File: src/rtl/core/ntc_pkg.sv
package ntc_pkg;

   // register map
   localparam logic [2:0] CSR_FULL_SCALE   = 3'd0;
   localparam logic [2:0] CSR_SERIES_RES   = 3'd1;
   localparam logic [2:0] CSR_NOMINAL_RES  = 3'd2;
   localparam logic [2:0] CSR_BETA         = 3'd3;
   localparam logic [2:0] CSR_NOMINAL_TEMP = 3'd4;

   localparam int CSR_DATA_W = 20;
   localparam int RES_W      = 20;

   // register limits applied on use
   localparam logic [15:0] FS_MIN    = 16'd255;
   localparam logic [19:0] RES_MIN   = 20'd100;
   localparam logic [19:0] RES_MAX   = 20'd1000000;
   localparam logic [13:0] BETA_MIN  = 14'd1000;
   localparam logic [13:0] BETA_MAX  = 14'd10000;
   localparam logic [15:0] T0_MIN    = 16'd20000;
   localparam logic [15:0] T0_MAX    = 16'd40000;

   // ln(2) in q24
   localparam logic [23:0] LN2_Q24 = 24'd11629080;

   localparam logic [15:0] ZERO_C_CK = 16'd27315;
   localparam logic [15:0] HOT_CK    = 16'd42315;
   localparam logic [15:0] COLD_CK   = 16'd23315;

   localparam logic signed [14:0] HOT_CENTI  = 15'sd15000;
   localparam logic signed [14:0] COLD_CENTI = -15'sd4000;

   typedef enum logic [1:0] {
      ST_VALID   = 2'd0,
      ST_INVALID = 2'd1,
      ST_HOT     = 2'd2,
      ST_COLD    = 2'd3
   } status_type;

endpackage

File: src/rtl/core/ntc_div.sv
module ntc_div #(
   parameter int DVD_W = 58,
   parameter int DSR_W = 43
) (
   input  logic             clock,
   input  logic             reset,
   input  logic             start,
   input  logic [DVD_W-1:0] dividend,
   input  logic [DSR_W-1:0] divisor,
   output logic             done,
   output logic [DVD_W-1:0] quotient
);

   localparam int CNT_W = $clog2(DVD_W + 1);

   logic [CNT_W-1:0] cnt_ff;
   logic             busy_ff;
   logic             done_ff;
   logic [DSR_W-1:0] rem_ff;
   logic [DVD_W-1:0] quo_ff;
   logic [DSR_W-1:0] dsr_ff;
   logic [DSR_W:0]   trial;
   logic             fits;

   assign trial = {rem_ff, quo_ff[DVD_W-1]};
   assign fits  = (trial >= {1'b0, dsr_ff});

   always_ff @(posedge clock) begin
      if (reset) begin
         busy_ff <= 1'b0;
         done_ff <= 1'b0;
         cnt_ff  <= '0;
      end else begin
         done_ff <= !start && busy_ff && (cnt_ff == CNT_W'(1));
         if (start) begin
            busy_ff <= 1'b1;
            cnt_ff  <= CNT_W'(DVD_W);
            rem_ff  <= '0;
            quo_ff  <= dividend;
            dsr_ff  <= divisor;
         end else if (busy_ff) begin
            // one quotient bit per cycle, restoring
            rem_ff <= fits ? DSR_W'(trial - {1'b0, dsr_ff}) : trial[DSR_W-1:0];
            quo_ff <= {quo_ff[DVD_W-2:0], fits};
            cnt_ff <= cnt_ff - 1'b1;
            if (cnt_ff == CNT_W'(1)) begin
               busy_ff <= 1'b0;
            end
         end
      end
   end

   assign done     = done_ff;
   assign quotient = quo_ff;

endmodule

File: src/rtl/core/ntc_thermistor_temperature.sv
// NTC thermometer: each accepted ADC code enters a ring of the last AVERAGE_DEPTH
// samples, and the ring sum gives the divider resistance, which goes through the
// beta equation to a temperature in 0.01 C with a status code. One transaction
// in gives one result out. The log2 unit normalizes one bit per cycle and
// squares once per fraction bit on the shared 32x32 multiplier, and the divider
// retires one quotient bit per cycle. After reset the sample ring is zeroed
// before the first transaction is taken; register writes are taken at any time.
module ntc_thermistor_temperature import ntc_pkg::*; #(
   parameter int AVERAGE_DEPTH = 16
) (
   input  logic                  clock,
   input  logic                  reset,
   input  logic                  req_valid,
   output logic                  req_stall,
   input  logic [11:0]           req_adc_sample,
   output logic                  rsp_valid,
   input  logic                  rsp_stall,
   output logic signed [14:0]    rsp_temperature_centi_c,
   output logic [1:0]            rsp_status,
   input  logic                  csr_write,
   input  logic [2:0]            csr_index,
   input  logic [CSR_DATA_W-1:0] csr_wdata
);

   localparam int PW    = $clog2(AVERAGE_DEPTH);
   localparam int SUM_W = $clog2(4095 * AVERAGE_DEPTH + 1);
   localparam int TOP_W = $clog2(65535 * AVERAGE_DEPTH + 1);
   localparam int A_W   = RES_W + SUM_W;
   localparam int B_W   = RES_W + TOP_W;
   localparam int X_W   = (A_W > B_W) ? A_W : B_W;
   localparam int K_W   = $clog2(X_W);
   localparam int DVD_W = 58;
   localparam int DEN_W = 43;

   localparam logic [SUM_W-1:0] SUM_LOW  = SUM_W'(AVERAGE_DEPTH);
   localparam logic [SUM_W-1:0] SUM_HIGH = SUM_W'(4094 * AVERAGE_DEPTH);
   localparam logic [PW-1:0]    POS_LAST = PW'(AVERAGE_DEPTH - 1);

   typedef enum logic [4:0] {
      S_CLEAR, S_IDLE, S_SUM, S_CHECK, S_MUL_A, S_MUL_B, S_RANGE, S_NORM, S_SQUARE,
      S_LN_LO, S_LN_HI, S_MUL_LT, S_MUL_TB, S_DEN, S_DIV_GO, S_DIVIDE, S_FINAL, S_EMIT
   } state_type;

   state_type state_ff;

   // configuration
   logic [15:0] cfg_fs_ff;
   logic [19:0] cfg_rs_ff;
   logic [19:0] cfg_r0_ff;
   logic [13:0] cfg_beta_ff;
   logic [15:0] cfg_t0_ff;

   always_ff @(posedge clock) begin
      if (reset) begin
         cfg_fs_ff   <= 16'd4095;
         cfg_rs_ff   <= 20'd10000;
         cfg_r0_ff   <= 20'd10000;
         cfg_beta_ff <= 14'd3950;
         cfg_t0_ff   <= 16'd29815;
      end else if (csr_write) begin
         unique case (csr_index)
            CSR_FULL_SCALE:   cfg_fs_ff   <= csr_wdata[15:0];
            CSR_SERIES_RES:   cfg_rs_ff   <= csr_wdata[19:0];
            CSR_NOMINAL_RES:  cfg_r0_ff   <= csr_wdata[19:0];
            CSR_BETA:         cfg_beta_ff <= csr_wdata[13:0];
            CSR_NOMINAL_TEMP: cfg_t0_ff   <= csr_wdata[15:0];
            default: ;
         endcase
      end
   end

   logic [15:0] fs_s;
   logic [19:0] rs_s;
   logic [19:0] r0_s;
   logic [13:0] beta_s;
   logic [15:0] t0_s;

   assign fs_s   = (cfg_fs_ff < FS_MIN) ? FS_MIN : cfg_fs_ff;
   assign rs_s   = (cfg_rs_ff < RES_MIN) ? RES_MIN : ((cfg_rs_ff > RES_MAX) ? RES_MAX : cfg_rs_ff);
   assign r0_s   = (cfg_r0_ff < RES_MIN) ? RES_MIN : ((cfg_r0_ff > RES_MAX) ? RES_MAX : cfg_r0_ff);
   assign beta_s = (cfg_beta_ff < BETA_MIN) ? BETA_MIN :
                   ((cfg_beta_ff > BETA_MAX) ? BETA_MAX : cfg_beta_ff);
   assign t0_s   = (cfg_t0_ff < T0_MIN) ? T0_MIN : ((cfg_t0_ff > T0_MAX) ? T0_MAX : cfg_t0_ff);

   // sample ring
   logic [11:0]      ring_mem [AVERAGE_DEPTH];
   logic [11:0]      rd_ff;
   logic [11:0]      sample_ff;
   logic [PW-1:0]    pos_ff;
   logic [PW-1:0]    clr_ff;
   logic [SUM_W-1:0] sum_ff;
   logic             req_acc;

   assign req_stall = (state_ff != S_IDLE);
   assign req_acc   = req_valid && !req_stall;

   always_ff @(posedge clock) begin
      if (state_ff == S_CLEAR) begin
         ring_mem[clr_ff] <= '0;
      end else if (req_acc) begin
         ring_mem[pos_ff] <= req_adc_sample;
      end
      // old entry of the slot being replaced
      rd_ff <= ring_mem[pos_ff];
   end

   // datapath registers
   logic [TOP_W-1:0] dpos_ff;
   logic [A_W-1:0]   a_ff;
   logic [B_W-1:0]   b_ff;
   logic [X_W-1:0]   xs_ff;
   logic [K_W-1:0]   k_ff;
   logic             log_sel_ff;
   logic [31:0]      m_ff;
   logic [35:0]      res_ff;
   logic [4:0]       bit_ff;
   logic [35:0]      la_ff;
   logic [35:0]      lb_ff;
   logic [41:0]      plo_ff;
   logic [25:0]      lmag_ff;
   logic [41:0]      pl_ff;
   logic [29:0]      tb_ff;
   logic [DEN_W-1:0] den_ff;
   logic signed [14:0] res_temp_ff;
   status_type       res_stat_ff;
   logic             rsp_valid_ff;
   logic signed [14:0] rsp_temp_ff;
   status_type       rsp_stat_ff;

   // shared multiplier
   logic [31:0] mul_x;
   logic [31:0] mul_y;
   logic [63:0] mul_p;

   logic [35:0] mag;
   logic        neg;

   assign neg = (la_ff < lb_ff);
   assign mag = neg ? (lb_ff - la_ff) : (la_ff - lb_ff);

   always_comb begin
      mul_x = '0;
      mul_y = '0;
      unique case (state_ff)
         S_MUL_A:  begin mul_x = 32'(rs_s);        mul_y = 32'(sum_ff);  end
         S_MUL_B:  begin mul_x = 32'(r0_s);        mul_y = 32'(dpos_ff); end
         S_SQUARE: begin mul_x = m_ff;             mul_y = m_ff;         end
         S_LN_LO:  begin mul_x = 32'(mag[17:0]);   mul_y = 32'(LN2_Q24); end
         S_LN_HI:  begin mul_x = 32'(mag[35:18]);  mul_y = 32'(LN2_Q24); end
         S_MUL_LT: begin mul_x = 32'(lmag_ff);     mul_y = 32'(t0_s);    end
         S_MUL_TB: begin mul_x = 32'(t0_s);        mul_y = 32'(beta_s);  end
         default: ;
      endcase
   end

   assign mul_p = mul_x * mul_y;

   logic [TOP_W-1:0] top_val;
   logic [B_W-1:0]   dp200;
   logic [B_W-1:0]   dp50k;
   logic [32:0]      sq_t;
   logic [35:0]      res_nxt;
   logic [59:0]      ln_full;
   logic [39:0]      bterm;
   logic [DVD_W-1:0] dividend;
   logic             div_done;
   logic [DVD_W-1:0] div_quo;
   logic             emit_go;

   assign top_val  = TOP_W'(32'(fs_s) * AVERAGE_DEPTH);
   assign dp200    = B_W'(dpos_ff) * B_W'(200);
   assign dp50k    = B_W'(dpos_ff) * B_W'(50000);
   assign sq_t     = mul_p[63:31];
   assign res_nxt  = res_ff | (sq_t[32] ? (36'd1 << bit_ff) : 36'd0);
   assign ln_full  = {mul_p[41:0], 18'd0} + 60'(plo_ff);
   assign bterm    = {20'(32'(beta_s) * 100), 20'd0};
   assign dividend = DVD_W'({37'(tb_ff) * 37'd100, 20'd0}) + DVD_W'(den_ff >> 1);
   assign emit_go  = (state_ff == S_EMIT) && (!rsp_valid_ff || !rsp_stall);

   ntc_div #(
      .DVD_W (DVD_W),
      .DSR_W (DEN_W)
   ) u_div (
      .clock    (clock),
      .reset    (reset),
      .start    (state_ff == S_DIV_GO),
      .dividend (dividend),
      .divisor  (den_ff),
      .done     (div_done),
      .quotient (div_quo)
   );

   always_ff @(posedge clock) begin
      if (reset) begin
         state_ff     <= S_CLEAR;
         clr_ff       <= '0;
         pos_ff       <= '0;
         sum_ff       <= '0;
         rsp_valid_ff <= 1'b0;
      end else begin
         if (emit_go) begin
            rsp_valid_ff <= 1'b1;
         end else if (rsp_valid_ff && !rsp_stall) begin
            rsp_valid_ff <= 1'b0;
         end
         unique case (state_ff)
            S_CLEAR: begin
               clr_ff <= clr_ff + 1'b1;
               if (clr_ff == POS_LAST) begin
                  state_ff <= S_IDLE;
               end
            end
            S_IDLE: begin
               if (req_acc) begin
                  sample_ff <= req_adc_sample;
                  pos_ff    <= (pos_ff == POS_LAST) ? '0 : pos_ff + 1'b1;
                  state_ff  <= S_SUM;
               end
            end
            S_SUM: begin
               sum_ff   <= sum_ff - SUM_W'(rd_ff) + SUM_W'(sample_ff);
               state_ff <= S_CHECK;
            end
            S_CHECK: begin
               if (sum_ff <= SUM_LOW || sum_ff >= SUM_HIGH) begin
                  res_temp_ff <= '0;
                  res_stat_ff <= ST_INVALID;
                  state_ff    <= S_EMIT;
               end else if (TOP_W'(sum_ff) == top_val) begin
                  // infinite resistance
                  res_temp_ff <= COLD_CENTI;
                  res_stat_ff <= ST_COLD;
                  state_ff    <= S_EMIT;
               end else if (TOP_W'(sum_ff) > top_val) begin
                  res_temp_ff <= HOT_CENTI;
                  res_stat_ff <= ST_HOT;
                  state_ff    <= S_EMIT;
               end else begin
                  dpos_ff  <= top_val - TOP_W'(sum_ff);
                  state_ff <= S_MUL_A;
               end
            end
            S_MUL_A: begin
               a_ff     <= mul_p[A_W-1:0];
               state_ff <= S_MUL_B;
            end
            S_MUL_B: begin
               b_ff     <= mul_p[B_W-1:0];
               state_ff <= S_RANGE;
            end
            S_RANGE: begin
               if (B_W'(a_ff) <= dp200) begin
                  res_temp_ff <= HOT_CENTI;
                  res_stat_ff <= ST_HOT;
                  state_ff    <= S_EMIT;
               end else if (B_W'(a_ff) >= dp50k) begin
                  res_temp_ff <= COLD_CENTI;
                  res_stat_ff <= ST_COLD;
                  state_ff    <= S_EMIT;
               end else begin
                  xs_ff      <= X_W'(a_ff);
                  k_ff       <= '0;
                  log_sel_ff <= 1'b0;
                  state_ff   <= S_NORM;
               end
            end
            S_NORM: begin
               if (xs_ff[X_W-1]) begin
                  m_ff     <= xs_ff[X_W-1 -: 32];
                  res_ff   <= {6'(X_W - 1 - int'(k_ff)), 30'd0};
                  bit_ff   <= 5'd29;
                  state_ff <= S_SQUARE;
               end else begin
                  xs_ff <= xs_ff << 1;
                  k_ff  <= k_ff + 1'b1;
               end
            end
            S_SQUARE: begin
               // one fraction bit per squaring of the mantissa
               m_ff   <= sq_t[32] ? sq_t[32:1] : sq_t[31:0];
               res_ff <= res_nxt;
               bit_ff <= bit_ff - 1'b1;
               if (bit_ff == 5'd0) begin
                  if (!log_sel_ff) begin
                     la_ff      <= res_nxt;
                     xs_ff      <= X_W'(b_ff);
                     k_ff       <= '0;
                     log_sel_ff <= 1'b1;
                     state_ff   <= S_NORM;
                  end else begin
                     lb_ff    <= res_nxt;
                     state_ff <= S_LN_LO;
                  end
               end
            end
            S_LN_LO: begin
               plo_ff   <= mul_p[41:0];
               state_ff <= S_LN_HI;
            end
            S_LN_HI: begin
               lmag_ff  <= ln_full[59:34];
               state_ff <= S_MUL_LT;
            end
            S_MUL_LT: begin
               pl_ff    <= mul_p[41:0];
               state_ff <= S_MUL_TB;
            end
            S_MUL_TB: begin
               tb_ff    <= mul_p[29:0];
               state_ff <= S_DEN;
            end
            S_DEN: begin
               if (neg && (DEN_W'(pl_ff) >= DEN_W'(bterm))) begin
                  res_temp_ff <= HOT_CENTI;
                  res_stat_ff <= ST_HOT;
                  state_ff    <= S_EMIT;
               end else begin
                  den_ff   <= neg ? DEN_W'(bterm) - DEN_W'(pl_ff)
                                  : DEN_W'(bterm) + DEN_W'(pl_ff);
                  state_ff <= S_DIV_GO;
               end
            end
            S_DIV_GO: begin
               state_ff <= S_DIVIDE;
            end
            S_DIVIDE: begin
               if (div_done) begin
                  state_ff <= S_FINAL;
               end
            end
            S_FINAL: begin
               if (div_quo > DVD_W'(HOT_CK)) begin
                  res_temp_ff <= HOT_CENTI;
                  res_stat_ff <= ST_HOT;
               end else if (div_quo < DVD_W'(COLD_CK)) begin
                  res_temp_ff <= COLD_CENTI;
                  res_stat_ff <= ST_COLD;
               end else begin
                  res_temp_ff <= 15'(div_quo[15:0] - ZERO_C_CK);
                  res_stat_ff <= ST_VALID;
               end
               state_ff <= S_EMIT;
            end
            S_EMIT: begin
               if (emit_go) begin
                  rsp_temp_ff  <= res_temp_ff;
                  rsp_stat_ff  <= res_stat_ff;
                  state_ff     <= S_IDLE;
               end
            end
            default: state_ff <= S_IDLE;
         endcase
      end
   end

   assign rsp_valid               = rsp_valid_ff;
   assign rsp_temperature_centi_c = rsp_temp_ff;
   assign rsp_status              = rsp_stat_ff;

   a_invalid_zero: assert property (@(posedge clock) disable iff (reset)
      rsp_valid && rsp_status == ST_INVALID |-> rsp_temperature_centi_c == 15'sd0)
      else $error("invalid reading carries nonzero temperature");

   a_valid_range: assert property (@(posedge clock) disable iff (reset)
      rsp_valid && rsp_status == ST_VALID |->
         rsp_temperature_centi_c >= COLD_CENTI && rsp_temperature_centi_c <= HOT_CENTI)
      else $error("valid temperature out of range");

   a_busy_after_accept: assert property (@(posedge clock) disable iff (reset)
      req_valid && !req_stall |=> req_stall)
      else $error("transaction accepted while previous one in progress");

   a_clear_blocks: assert property (@(posedge clock) disable iff (reset)
      state_ff == S_CLEAR |-> req_stall && !rsp_valid)
      else $error("ring clear overlapped traffic");

endmodule

File: config.mk
export PLATFORM = sky130hd
export DESIGN_NAME = ntc_thermistor_temperature
export DESIGN_NICKNAME = d
export VERILOG_FILES = /design/src/rtl/core/ntc_pkg.sv /design/src/rtl/core/ntc_div.sv /design/src/rtl/core/ntc_thermistor_temperature.sv
export SDC_FILE = /design/constraint.sdc
export NUM_CORES = 2
export LEC_CHECK = 0
export BUFFER_PORTS_ARGS = -buffer_cell sky130_fd_sc_hd__buf_4
export CAP_MARGIN = 0
export CORE_ASPECT_RATIO = 0.9
export CORE_UTILIZATION = 30
export DETAILED_ROUTE_END_ITERATION = 12
export PLACE_DENSITY = 0.43
export SYNTH_ARGS = -nofsm -noshare
export SYNTH_HDL_FRONTEND = slang
export SYNTH_SLANG_ARGS = --single-unit
export TNS_END_PERCENT = 30
File: constraint.sdc
create_clock -name clock -period 15.2 [get_ports clock]
set_clock_uncertainty 0.15 [all_clocks]
set_input_delay 3.8 -clock clock [delete_from_list [all_inputs] [get_ports clock]]
set_output_delay 3.8 -clock clock [all_outputs]
set_load 0.1 [all_outputs]
After elaboration in Yosys (flattened, before gate mapping). Memories as Yosys holds them, arrays and structs flattened. A register that Yosys moved wholly into a read port is not among the register bits. Cells that the tools add are included.

Register bits: 785. Memory bits (writable): 192. Input port bits: 40. Logic and storage cells: 267. Memories: 1.

Memories: ring_mem (depth 16, bits a word 12, read ports 1, clocked after Yosys merged registers in 1, write ports 1, RTL line ntc_thermistor_temperature.sv:86) `logic [11:0] ring_mem [AVERAGE_DEPTH];`.

Add/subtract/negate cells: 17. $mul: 5. Magnitude comparators: 19. Equality and inequality tests: 39. Shifts and indexed selects: 1. Multiplexer cells: 89. Bitwise logic cells: 7. Reductions and logical operators: 50.

Operators by type and width (count): $pmux 32 s7 (1); $mux 40 (5); $pmux 32 s6 (1); $mux 43 (3); $mux 15 (8); $pmux 40 s3 (1); $mux 58 (2); $mux 36 (3); $pmux 5 s18 (1); $mux 20 (4); $pmux 36 s2 (1); $sub 36x36->36 (2); $mux 5 (13); $mul 32x32->64 (1); $mux 32 (2); $pmux 32 s2 (1); $add 60x42->60 (1); $pmux 15 s4 (1); $add 57x42->58 (1); $gt 58x16->1 const B (1); $lt 58x15->1 const B (1); $mux 16 (3); $ge 44x43->1 (1); $add 40x42->43 (1); 74 further kinds (168).

Longest topological paths before layout.
Word-level depth: 8. Depth in mapped cells: 55. Gate-level depth less buffers: 52.

By module. A second synthesis with hierarchy kept.

Cells, all modules: 9614. Area total of the unflattened synthesis: 94319.2 µm².

Modules (own cells, without submodules): ntc_thermistor_temperature (times used 1, cells each 8836, area an instance 85694.7 µm²); ntc_div (times used 1, cells each 778, area an instance 8624.5 µm²).

Least setup slack after synthesis. No wires, ideal clock.

Path kind: register to register. Start point: register lb_ff[11]. End point: register lmag_ff[25], data pin. Setup time: 265 ps. Arrival: 11297 ps. Required time: 14785 ps. Path slack: 3489 ps. Stages on the path, launching flop included: 50. Path through: edfxtp_1 > ha_1 > buf_2 > and4_1 > and2b_1 > o211ai_1 > a21oi_1 > nor4_2 > o31ai_1 > buf_2 > buf_2 > buf_2 > mux2i_1 > xnor2_1 > a21oi_1 > nand3_1 > clkbuf_1 > nand2_1 > [... 14 more ...] > clkbuf_1 > a21o_1 > o21bai_1 > a41oi_1 > a21oi_1 > xnor2_1 > ha_1 > nor2b_1 > o21ai_0 > and3b_1 > nand2_1 > o2111ai_1 > a211oi_1 > o311a_4 > nand3_4 > nor4b_4 > nand4_1 > xnor2_1.

Longest elaborated chain between the ends: 5. Elaborated cells on any way between the ends: 7. Those cells by class: add/sub: 3; mul: 1; order compare: 1; mux: 2.

RTL lines: start: declaration (RTL line ntc_thermistor_temperature.sv:118) `logic [35:0] lb_ff;`; start signal: assignment (RTL line ntc_thermistor_temperature.sv:291) `lb_ff <= res_nxt;`; $sub 36x36->36 / $lt 36x36->1 (equally long branches) (RTL line ntc_thermistor_temperature.sv:139, ntc_thermistor_temperature.sv:138); $mux 36 * (RTL line ntc_thermistor_temperature.sv:139) `assign mag = neg ? (lb_ff - la_ff) : (la_ff - lb_ff);`; $pmux 32 s7 * (RTL line ntc_thermistor_temperature.sv:144) `unique case (state_ff)`; $mul 32x32->64 * (RTL line ntc_thermistor_temperature.sv:156) `assign mul_p = mul_x * mul_y;`; net mul_p[22] (RTL line ntc_thermistor_temperature.sv:133) `logic [63:0] mul_p;`; $add 60x42->60 * (RTL line ntc_thermistor_temperature.sv:175) `assign ln_full = {mul_p[41:0], 18'd0} + 60'(plo_ff);`; net ln_full[59] (RTL line ntc_thermistor_temperature.sv:163) `logic [59:0] ln_full;`; end signal: assignment (RTL line ntc_thermistor_temperature.sv:301) `lmag_ff <= ln_full[59:34];`; end: declaration (RTL line ntc_thermistor_temperature.sv:120) `logic [25:0] lmag_ff;`.

Mark *: on every way through the listed nets, which the timed path passes. The rest lies on a longest branch. A chain may end at the register's enable or synchronous reset.

Worst setup path in the final report.
Start point: register la_ff[6]. End point: register res_ff[26], data pin.

Longest elaborated chain between the ends: 7. Elaborated cells on any way between the ends: 9. Those cells by class: add/sub: 2; mul: 1; order compare: 1; mux: 4; bitwise: 1.

RTL lines: start: declaration (RTL line ntc_thermistor_temperature.sv:117) `logic [35:0] la_ff;`; start signal: assignment (RTL line ntc_thermistor_temperature.sv:285) `la_ff <= res_nxt;`; $sub 36x36->36 / $lt 36x36->1 (equally long branches) (RTL line ntc_thermistor_temperature.sv:139, ntc_thermistor_temperature.sv:138); $mux 36 * (RTL line ntc_thermistor_temperature.sv:139); $pmux 32 s7 * (RTL line ntc_thermistor_temperature.sv:144); $mul 32x32->64 * (RTL line ntc_thermistor_temperature.sv:156); $mux 36 * (RTL line ntc_thermistor_temperature.sv:174) `assign res_nxt = res_ff | (sq_t[32] ? (36'd1 << bit_ff) : 36'd0);`; $or 36x36->36 * (RTL line ntc_thermistor_temperature.sv:174); net res_nxt[26] (RTL line ntc_thermistor_temperature.sv:162) `logic [35:0] res_nxt;`; $pmux 36 s2 * (RTL line ntc_thermistor_temperature.sv:206) `unique case (state_ff)`; end signal: assignment (RTL line ntc_thermistor_temperature.sv:270) `res_ff <= {6'(X_W - 1 - int'(k_ff)), 30'd0};`; end signal: assignment (RTL line ntc_thermistor_temperature.sv:281) `res_ff <= res_nxt;`; end: declaration (RTL line ntc_thermistor_temperature.sv:115) `logic [35:0] res_ff;`.

Marks and branches as above.

==> reports/qor.csv <==
stage,metric,value,unit
placement,place_hpwl,268,mm
cts,h-tree-depth,3,
setup_path,cp-end-kind,register,
power,power_density,61.3,nW/um^2
setup_path,critPathSlowestCell,nor3_2,
logic_synthesis,yosysMostFrequentCell,inv_1,
detailed_routing,wl_per_cell,24.8,um
power,p_clk_frac,0.448,
cts,cts_tree,done,
sta,fin_crit,14.59,ns
detailed_routing,dr.pass1.iters,6,
logic_synthesis,synth_top_area_frac,0.267,
floorplan,io_pins,59,
detailed_routing,drt-total-wl,341,mm
job,drv_cap,0,
floorplan,coreArea,311000,um^2
placement,numPortBuffers,58,
cts,path_clk_slew,0.06,ns
final_layout,syn2layout_area_growth,10.6,%
setup_path,worstPathRequired,15.65,ns
sta,post-route-period-util,0.960,
logic_synthesis,synthesis.nets,11452,
grt,gr-usage-all-layers,0.216,
cts,numCtsBuffers,107,
detailed_routing,vias_per_cell,5.10,
floorplan,die_w,592,um
logic_synthesis,synth-edff-count,835,
sta,setup_violations,0,
detailed_routing,drt_first_iter_violations,6361,
final_layout,fin_nets,11460,
detailed_routing,num_vias,70271,
worst_hold_path,hold_class,register to register,
power,vdd_drop_max,0.113,mV
cts,root_buffer,clkbuf_16,
sta,clock.fmax,68.6,MHz
setup_path,max_stage_delay,0.83,ns
power,power.total,6370,uW
power,leakage,0.0465,uW
worst_hold_path,min_from,res_temp_ff[6],
power,seqPwrFrac,0.460,
floorplan,dieHeight,533,um
floorplan,dieArea,315000,um^2
sta,finalHoldViolCount,0,
run_status,status,"complete, no violations",
logic_synthesis,synthDistinctLibCells,107,
sta,rsz0062_at_grt,no,
setup_path,critical_path.startpoint,la_ff[6],
logic_synthesis,synth_seq_cells,971,
power,swShare,0.252,
setup_path,worstPathArrival,15.04,ns
logic_synthesis,synth_area,93900,um^2
logic_synthesis,synth_top_cell_by_area,edfxtp_1,
logic_synthesis,synth_flop_cell,edfxtp_1,
cts,clock_latency,0.79,ns
sta,worst_slew_pin_slew,1.44,ns
power,intPower,4760,uW
logic_synthesis,yosysWarnings,0,
logic_synthesis,avgSynthCellArea,9.83,um^2
detailed_routing,drc,0,
grt,grt_pass1_vias,71310,
logic_synthesis,synth_commonest_cells,"inv_1, nand2_1, fa_1, ha_1, edfxtp_1",
logic_synthesis,ys_seq_area_frac,0.296,
cts,clkSinkCount,971,
logic_synthesis,postSynth.asyncResetShare,0,
placement,place_congestion,0.934,
cts,clockBufferDepth,3,
grt,grt_pass1_wl,500,mm
logic_synthesis,syn_inst,9551,
power,comb_power_share,0.092,
power,p_sw,1610,uW
placement,dpl-instance-area,100000,um^2
sta,slew_violations,0,
grt,grt_start_max_net_pins,78,
grt,gr-total-overflow,0,
setup_path,crit_path_frequent_cell,fa_1,
setup_path,path_max_fanout,18,
setup_path,reg2reg_from,la_ff[6],
setup_path,startpoint_type,register,
final_layout,drive_above_1_share,0.0690,
setup_path,criticalPathCategory,register to register,
sta,slew_headroom,0.0426,
floorplan,initial_utilization,0.302,
detailed_routing,ant_nets,0,
floorplan,rows,194,
grt,antenna_found_initial,23,
logic_synthesis,synth.area.top_cells,"edfxtp_1, fa_1, ha_1",
final_layout,finalInstanceArea,104000,um^2
-- registers in the layout (all words and copies together), names as in the netlist, 32 cells and up --
signal and cells:
ring_mem 192, u_div.quotient 58, den_ff 43, u_div.dsr_ff 43, u_div.rem_ff 43, pl_ff 42, b_ff 40, xs_ff 40
a_ff 36, la_ff 36, lb_ff 36, res_ff 36, m_ff 32
-- layer usage --
| layer | vias up | track usage | share of wire |
|---|---|---|---|
| met5 | - | 0 | 0.000076 |
| met4 | 4 | 0.0445 | 0.021 |
| met3 | 343 | 0.0463 | 0.079 |
| met2 | 2341 | 0.324 | 0.43 |
| met1 | 35824 | 0.318 | 0.47 |
| li1 | 31759 | - | - |
-- critical path, delay by kind of cell, from the launching register on --
kind	cells	cell delay, ns
adder cells (fa/ha/maj)	10	4.83
AND/OR/NAND/NOR	8	2.55
XOR/XNOR	2	0.78
AO/OA/AOI/OAI	13	4.50
flip-flops	1	0.36
buffers and inverters	7	0.78
multiplexers	1	0.41
-- through the flow --
step	hold WS [ns]	utilization	setup WS, ns	std cells	setup TNS (ns)
2_1_floorplan	0.250	-	3.49	9551	0
3_3_place_gp	0.257	0.322	-0.304	13565	-1.47
3_5_place_dp	0.255	0.322	-0.380	13566	-1.87
4_1_cts	0.268	0.334	0.188	13769	0
5_1_grt	0.274	0.334	0.0327	13770	0
6_report	0.268	0.334	0.613	13779	0
-- power by group through the flow --
| stage | Sequential, uW | Clock, uW | Combinational [uW] |
|---|---|---|---|
| 2_1_floorplan | 2970 | 0 | 422 |
| 5_1_grt | 2930 | 3010 | 653 |
| 4_1_cts | 2930 | 2920 | 583 |
| 3_5_place_dp | 2980 | 0 | 579 |
| 3_3_place_gp | 2980 | 0 | 581 |
| 6_report | 2930 | 2860 | 586 |
-- repair_timing --
| action | in CTS | in global routing |
|---|---|---|
| setup endpoints to repair | 14 | 138 |
| buffers inserted | 0 | 0 |
| cloned | 0 | 0 |
| pin swaps | 0 | 1 |
| resized for setup | 2 | 4 |
| hold buffers | 0 | 0 |
-- area by class of cell --
type / instances / area, um^2
multi-input cells: 6529 / 58700
repair buffers: 276 / 2090
clock inverters: 69 / 967
diodes: 10 / 25.0
flip-flops and latches: 971 / 27800
inverters: 1674 / 6290
clock buffers: 134 / 2850
fillers: 31874 / 207000
well taps: 4116 / 5150
-- path summary, 6_finish.rpt --
kind | to | slack (ns) | cells past startpoint
max | res_ff[26] | 0.61 | 41
min | rsp_temperature_centi_c[6] | 0.27 | 0
max reg2reg | res_ff[26] | 0.61 | 41
min reg2reg | rsp_temperature_centi_c[6] | 0.27 | 0
-- cells by family (layout without fill, tap and decap cells) --
logic type / Yosys count / in the layout / share of synthesized area
simple gates: 2626 / 2626 / 0.126
compound gates: 1576 / 1576 / 0.112
other cells: 0 / 10 / 0
fa+ha+maj: 1861 / 1861 / 0.330
buf+inv: 2051 / 2153 / 0.0829
flops: 971 / 971 / 0.296
xor+xnor: 333 / 333 / 0.0314
mux: 133 / 133 / 0.0222
-- layout by cell type, fill, tap and decap left out, drive strengths merged, types with 60 or more instances in the layout --
master	n
a21o	178
a21oi	474
and2	98
and3	63
buf	276
clkbuf	134
dfxtp	136
edfxtp	835
fa	1024
ha	837
inv	1677
mux2i	70
mux4	60
nand2	1169
nand2b	86
nand3	90
nand4	66
nor2	678
nor2b	61
nor3	114
o21ai	297
o21bai	67
xnor2	206
xor2	127
(Power assumes the default switching activity.)
